File: config.mk
export PLATFORM = sky130hd
export DESIGN_NAME = fit_partition_allocator
export DESIGN_NICKNAME = d
export VERILOG_FILES = /design/src/rtl/fpa_pkg.sv /design/src/rtl/fit_partition_allocator.sv /design/src/rtl/fpa_cell.sv
export SDC_FILE = /design/constraint.sdc
export NUM_CORES = 1
export LEC_CHECK = 0
export BUFFER_PORTS_ARGS = -buffer_cell sky130_fd_sc_hd__buf_2
export CORE_UTILIZATION = 53
export DETAILED_ROUTE_END_ITERATION = 10
export GPL_ROUTABILITY_DRIVEN = 0
export PLACE_DENSITY = 0.69
export REMOVE_ABC_BUFFERS = 1
export SYNTH_ARGS = -nofsm -noshare
export SYNTH_HDL_FRONTEND = slang
export SYNTH_SLANG_ARGS = --single-unit
export TNS_END_PERCENT = 50
File: constraint.sdc
create_clock -name clk -period 3.4 [get_ports clk]
set_input_delay 0.34 -clock clk [delete_from_list [all_inputs] [get_ports clk]]
set_output_delay 0.34 -clock clk [all_outputs]
set_load 0.05 [all_outputs]
File: src/rtl/fpa_pkg.sv
// Shared types, sizes and codes for the fit partition allocator.
package fpa_pkg;

  localparam int NUM_PARTITIONS = 8;
  localparam int SIZE_BITS      = 16;
  localparam int IDX_BITS       = (NUM_PARTITIONS > 1) ? $clog2(NUM_PARTITIONS) : 1;
  localparam int AMOUNT_BITS    = 16;
  localparam int CMP_BITS       = (SIZE_BITS > AMOUNT_BITS) ? SIZE_BITS : AMOUNT_BITS;

  localparam logic CMD_LOAD  = 1'b0;
  localparam logic CMD_ALLOC = 1'b1;

  localparam logic [1:0] MODE_FIRST = 2'd0;
  localparam logic [1:0] MODE_BEST  = 2'd1;
  localparam logic [1:0] MODE_WORST = 2'd2;

  typedef struct packed {
    logic                   cmd;
    logic [2:0]             partition_index;
    logic [AMOUNT_BITS-1:0] amount;
  } in_item_t;

  typedef struct packed {
    logic                   granted;
    logic [2:0]             chosen_partition;
    logic [AMOUNT_BITS-1:0] space_left;
  } out_item_t;

  typedef struct packed {
    logic                   active;
    logic [1:0]             mode;
    logic [AMOUNT_BITS-1:0] amount;
    logic                   found;
    logic [IDX_BITS-1:0]    pick;
    logic [SIZE_BITS-1:0]   best;
  } token_t;

endpackage

File: src/rtl/fit_partition_allocator.sv
// Top level of the fit partition allocator with its row of partition cells.
// A load transaction gives its result in the cycle after acceptance.
// An allocate transaction walks the cell row one cell per cycle, through the entry
// token register and each cell's token register, and its result is then registered.
// One transaction is in flight at a time; the next is taken as the result leaves.
// Synchronous reset clears every free size to zero and the fit mode to first fit.
module fit_partition_allocator (
  input  logic               clk,
  input  logic               rst,
  input  logic               in_valid,
  output logic               in_stall,
  input  fpa_pkg::in_item_t  in_data,
  output logic               out_valid,
  input  logic               out_stall,
  output fpa_pkg::out_item_t out_data,
  input  logic               cfg_valid,
  output logic               cfg_ready,
  input  logic [1:0]         cfg_data
);
  import fpa_pkg::*;

  logic       [1:0] fit_mode;
  logic             busy;
  logic             in_acc;
  logic             done;
  token_t           tokens [NUM_PARTITIONS+1];
  token_t           last;
  logic [CMP_BITS-1:0] left;

  assign cfg_ready = 1'b1;
  assign in_stall  = busy || (out_valid && out_stall);
  assign in_acc    = in_valid && !in_stall;
  assign last      = tokens[NUM_PARTITIONS];
  assign done      = last.active;
  assign left      = CMP_BITS'(last.best) - CMP_BITS'(last.amount);

  always_ff @(posedge clk) begin
    if (rst) begin
      fit_mode <= MODE_FIRST;
    end else if (cfg_valid && cfg_ready) begin
      fit_mode <= cfg_data;
    end
  end

  always_ff @(posedge clk) begin
    if (rst) begin
      tokens[0].active <= 1'b0;
    end else begin
      tokens[0].active <= in_acc && in_data.cmd == CMD_ALLOC;
    end
    tokens[0].mode   <= fit_mode;
    tokens[0].amount <= in_data.amount;
    tokens[0].found  <= 1'b0;
    tokens[0].pick   <= '0;
    tokens[0].best   <= '0;
  end

  genvar i;
  generate
    for (i = 0; i < NUM_PARTITIONS; i++) begin : g_cell
      logic load_en;
      assign load_en = in_acc && in_data.cmd == CMD_LOAD
                       && 32'(in_data.partition_index) == i;
      fpa_cell u_cell (
        .clk           (clk),
        .rst           (rst),
        .cell_idx      (IDX_BITS'(i)),
        .load_en       (load_en),
        .load_value    (in_data.amount),
        .commit_en     (done && last.found),
        .commit_pick   (last.pick),
        .commit_amount (last.amount),
        .token_in      (tokens[i]),
        .token_out     (tokens[i+1])
      );
    end
  endgenerate

  always_ff @(posedge clk) begin
    if (rst) begin
      busy      <= 1'b0;
      out_valid <= 1'b0;
    end else begin
      if (in_acc && in_data.cmd == CMD_ALLOC) begin
        busy <= 1'b1;
      end else if (done) begin
        busy <= 1'b0;
      end
      if (in_acc && in_data.cmd == CMD_LOAD) begin
        out_valid <= 1'b1;
      end else if (done) begin
        out_valid <= 1'b1;
      end else if (!out_stall) begin
        out_valid <= 1'b0;
      end
    end
    if (in_acc && in_data.cmd == CMD_LOAD) begin
      out_data <= '0;
    end else if (done) begin
      out_data.granted          <= last.found;
      out_data.chosen_partition <= last.found ? 3'(last.pick) : 3'd0;
      out_data.space_left       <= last.found ? AMOUNT_BITS'(left) : '0;
    end
  end

endmodule

File: src/rtl/fpa_cell.sv
// One partition cell: holds a free size and updates the passing search token.
module fpa_cell (
  input  logic                           clk,
  input  logic                           rst,
  input  logic [fpa_pkg::IDX_BITS-1:0]   cell_idx,
  input  logic                           load_en,
  input  logic [fpa_pkg::AMOUNT_BITS-1:0] load_value,
  input  logic                           commit_en,
  input  logic [fpa_pkg::IDX_BITS-1:0]   commit_pick,
  input  logic [fpa_pkg::AMOUNT_BITS-1:0] commit_amount,
  input  fpa_pkg::token_t                token_in,
  output fpa_pkg::token_t                token_out
);
  import fpa_pkg::*;

  logic [SIZE_BITS-1:0] space;
  logic                 fits;
  logic                 better;
  logic                 take;
  token_t               token_next;

  always_comb begin
    fits = CMP_BITS'(space) >= CMP_BITS'(token_in.amount);
    case (token_in.mode)
      MODE_BEST:  better = space < token_in.best;
      MODE_WORST: better = space > token_in.best;
      default:    better = 1'b0;
    endcase
    take = fits && (!token_in.found || better);
    token_next = token_in;
    if (take) begin
      token_next.found = 1'b1;
      token_next.pick  = cell_idx;
      token_next.best  = space;
    end
  end

  always_ff @(posedge clk) begin
    if (rst) begin
      space <= '0;
    end else if (load_en) begin
      space <= SIZE_BITS'(load_value);
    end else if (commit_en && commit_pick == cell_idx) begin
      space <= space - SIZE_BITS'(commit_amount);
    end
  end

  always_ff @(posedge clk) begin
    if (rst) begin
      token_out.active <= 1'b0;
    end else begin
      token_out.active <= token_in.active;
    end
    token_out.mode   <= token_next.mode;
    token_out.amount <= token_next.amount;
    token_out.found  <= token_next.found;
    token_out.pick   <= token_next.pick;
    token_out.best   <= token_next.best;
  end

endmodule

==> impl_metrics.env <==
export IMPL_wl_per_cell_um=21.3
export IMPL_drtPass1Iterations=6
export IMPL_dominantRegCellSynth="dfxtp_1"
export IMPL_die_height_um=228
export IMPL_critPathKind="reg2reg"
export IMPL_arrival_ns=3.68
export IMPL_nNetsFinal=3500
export IMPL_tightest_slew_ns=0.969
export IMPL_cpPeakStageDelay_ns=0.46
export IMPL_final_area_um2=29900
export IMPL_grt_ovfl_total=0
export IMPL_drt_iter0_markers=1471
export IMPL_finalHoldViolCount=0
export IMPL_grt_antenna_before_repair=2
export IMPL_cp_max_fo=7
export IMPL_ys_types=86
export IMPL_start_util_pct=53.8
export IMPL_netlist_area_um2=27000
export IMPL_hpwl_mm=60.9
export IMPL_fp_row_count=82
export IMPL_cts_clk_slew_worst_paths_ns=0.06
export IMPL_syn2layout_area_growth_pct=10.5
export IMPL_seq_area_frac_synth_pct=35.1
export IMPL_drv_slew=0
export IMPL_critPathTopFamily="compound AO/OA/AOI/OAI gates"
export IMPL_clock_path_buffers=3
export IMPL_insertion_delay_ns=0.60
export IMPL_timing_critical_path_buf_inv=2
export IMPL_grt_start_max_net_pins=132
export IMPL_p_sw_mw=3.28
export IMPL_max_freq_ghz=0.314
export IMPL_crit_path_end_kind="flop"
export IMPL_num_vias=22600
export IMPL_ios=50
export IMPL_power_share_sequential_pct=45.9
export IMPL_cts_root_buffer="clkbuf_16"
export IMPL_async_flop_share_pct=0
export IMPL_drc=0
export IMPL_die_area_um2=51900
export IMPL_comb_power_share_pct=10.1
export IMPL_p_int_mw=9.50
export IMPL_slew_headroom_pct=35.4
export IMPL_dpl_cell_area_um2=28100
export IMPL_syn_instance_count=3005
export IMPL_io_buffer_count=48
export IMPL_p_per_area_nw_per_um2=428
export IMPL_status="finished, final reports clean"
export IMPL_ant_nets=0
export IMPL_total_power_mw=12.8
export IMPL_switching_share_pct=25.7
export IMPL_finalClockSkew_ns=0.0225
export IMPL_cts_tree="done"
export IMPL_wl_mm=80.8
export IMPL_worstPathCellList="clkinvlp_4, buf_4, ha_1, nor2b_4, o31a_1, o41ai_2, a21oi_1, a211oi_2, xnor2_1, or3_1, a311oi_1"
export IMPL_synth_edff_count=0
export IMPL_drive_gt1_share_pct=10.6
export IMPL_peakVddDrop_mv=0.407
export IMPL_drv_cap=0
export IMPL_fin_crit_sh_pct=93.6
export IMPL_synth_warnings=0
export IMPL_die_w_um=228
export IMPL_cts_sinks=474
export IMPL_syn_mean_instance_area_um2=8.99
export IMPL_rsz0062_at_grt="false"
export IMPL_multiInputGateArea_um2=15900
export IMPL_cts_max_level=2
export IMPL_power_frac_clock_pct=44.0
export IMPL_fillers=4262
export IMPL_grt_pass1_vias=22500
export IMPL_fin_crit_ns=3.18
export IMPL_cts_buffers=52
export IMPL_p_leak_nw=14.0
export IMPL_setup_tns_final_ns=0
export IMPL_required_ns=3.90
export IMPL_grt_pass1_wl_mm=125
export IMPL_core_area_um2=50200
export IMPL_critPathSlowestCell="dfxtp_1"
export IMPL_grt_usage_pct=30.8
export IMPL_register_area_um2=9490
export IMPL_postLayoutCoreUtil_pct=59.5
export IMPL_hold_class="in2reg"
export IMPL_yosys_register_bits=474
export IMPL_viasPerCell=5.97
export IMPL_start_kind="flop"
export IMPL_finalSetupViolCount=0
power groups by stage:
stage / Sequential [mW] / Clock, mW / Combinational (mW)
3_5_place_dp: 5.99 / 0 / 1.25
6_report: 5.87 / 5.62 / 1.29
5_1_grt: 5.88 / 5.94 / 1.41
2_1_floorplan: 5.92 / 0 / 0.824
3_3_place_gp: 5.98 / 0 / 1.21
4_1_cts: 5.87 / 5.70 / 1.27
sequential cells by signal, indices dropped and copies added, names as in the netlist:
signal	count
tokens	19
g_cell.u_cell.token_out	303
fit_mode	2
out_valid	1
out_data	20
g_cell.u_cell.space	128
busy	1
kinds of logic after synthesis:
family                     Yosys count  share of synthesized area, %
muxes                              129                          5.37
DFF                                474                          35.1
AOI/OAI and AO/OA                  748                          18.7
other                                1                        0.0139
adders and majority gates          398                          18.7
buffers and inverters              403                          5.99
and+or+nand+nor                    774                          13.6
xor gates and xnor gates            78                          2.53
cells in the mapped netlist, types with 20 or more instances:
cell | instances | area share, %
a211oi_1 | 60 | 1.7
a21o_1 | 94 | 2.6
a21oi_1 | 194 | 3.6
a311oi_1 | 51 | 1.7
a31oi_1 | 24 | 0.56
and2_1 | 26 | 0.60
clkbuf_1 | 65 | 0.90
dfxtp_1 | 474 | 35
ha_1 | 389 | 18
inv_1 | 310 | 4.3
mux2_2 | 94 | 3.9
mux2i_1 | 20 | 0.74
nand2_1 | 209 | 2.9
nand2b_1 | 34 | 0.79
nand3_1 | 35 | 0.65
nand4_1 | 46 | 1.1
nor2_1 | 230 | 3.2
nor2b_1 | 60 | 1.4
nor3_1 | 54 | 1.0
o211ai_1 | 32 | 0.89
o21a_1 | 47 | 1.3
o21ai_0 | 120 | 2.2
or3_1 | 20 | 0.46
xnor2_1 | 52 | 1.7
xor2_1 | 26 | 0.84
path summary, 6_finish.rpt:
path,slack (ns),cells past startpoint,end,start
worst max-delay path,0.22,11,g_cell[6].u_cell.space[15]$_SDFFE_PP0P_,g_cell[7].u_cell.token_out[21]$_DFF_P_
worst min-delay path,0.04,1,tokens[333]$_DFF_P_,in_data[1]
worst max register to register,0.22,11,g_cell[6].u_cell.space[15]$_SDFFE_PP0P_,g_cell[7].u_cell.token_out[21]$_DFF_P_
worst min register to register,0.33,0,g_cell[0].u_cell.token_out[37]$_DFF_P_,tokens[349]$_DFF_P_
stage by stage:
step / hold slack [ns] / instances / worst slack (ns)
6_report: 0.0350 / 3788 / 0.216
5_1_grt: 0.0213 / 3787 / 0.0930
4_1_cts: 0.00626 / 3784 / 0.138
3_5_place_dp: 0.312 / 3687 / 0.177
3_3_place_gp: 0.314 / 3687 / 0.204
2_1_floorplan: 0.310 / 2912 / 0.399
placed cells by master, fill, tap and decap left out, types with 17 or more instances in the layout:
cell / instances
dfxtp_1: 474
ha_1: 389
inv_1: 309
nor2_1: 230
nand2_1: 209
a21oi_1: 194
o21ai_0: 120
a21o_1: 94
mux2_2: 94
nor2b_1: 60
a211oi_1: 60
buf_4: 58
nor3_1: 53
clkbuf_16: 53
xnor2_1: 52
a311oi_1: 51
o21a_1: 47
buf_2: 47
nand4_1: 46
nand3_1: 35
nand2b_1: 34
o211ai_1: 32
xor2_1: 26
and2_1: 26
a31oi_1: 24
mux2i_1: 20
or3_1: 20
o21bai_1: 17
and3_1: 17
final cells by class:
type,count,share of cell area [%]
Multi-Input combinational cell,2128,53.4
Antenna cell,1,0.00838
Sequential cell,474,31.8
Timing Repair Buffer,109,2.41
Tap cell,672,2.82
Clock buffer,73,5.13
Clock inverter,21,0.583
Inverter,310,3.91
layer usage:
layer	up-vias	global-route usage, %	routed length (um)
li1	10800	-	-
met1	10700	36.2	32300
met2	848	52.4	37900
met3	283	4.80	5310
met4	6	19.1	5260
met5	-	0	39
repair_timing:
item | in CTS | in global routing
hold buffers | 3 | 0
gates resized for setup | 0 | 2
hold endpoints to repair | 3 | 0
buffers inserted | 0 | 3
endpoints found under the setup margin | 0 | 2
Power figures use the tool's default switching activity.
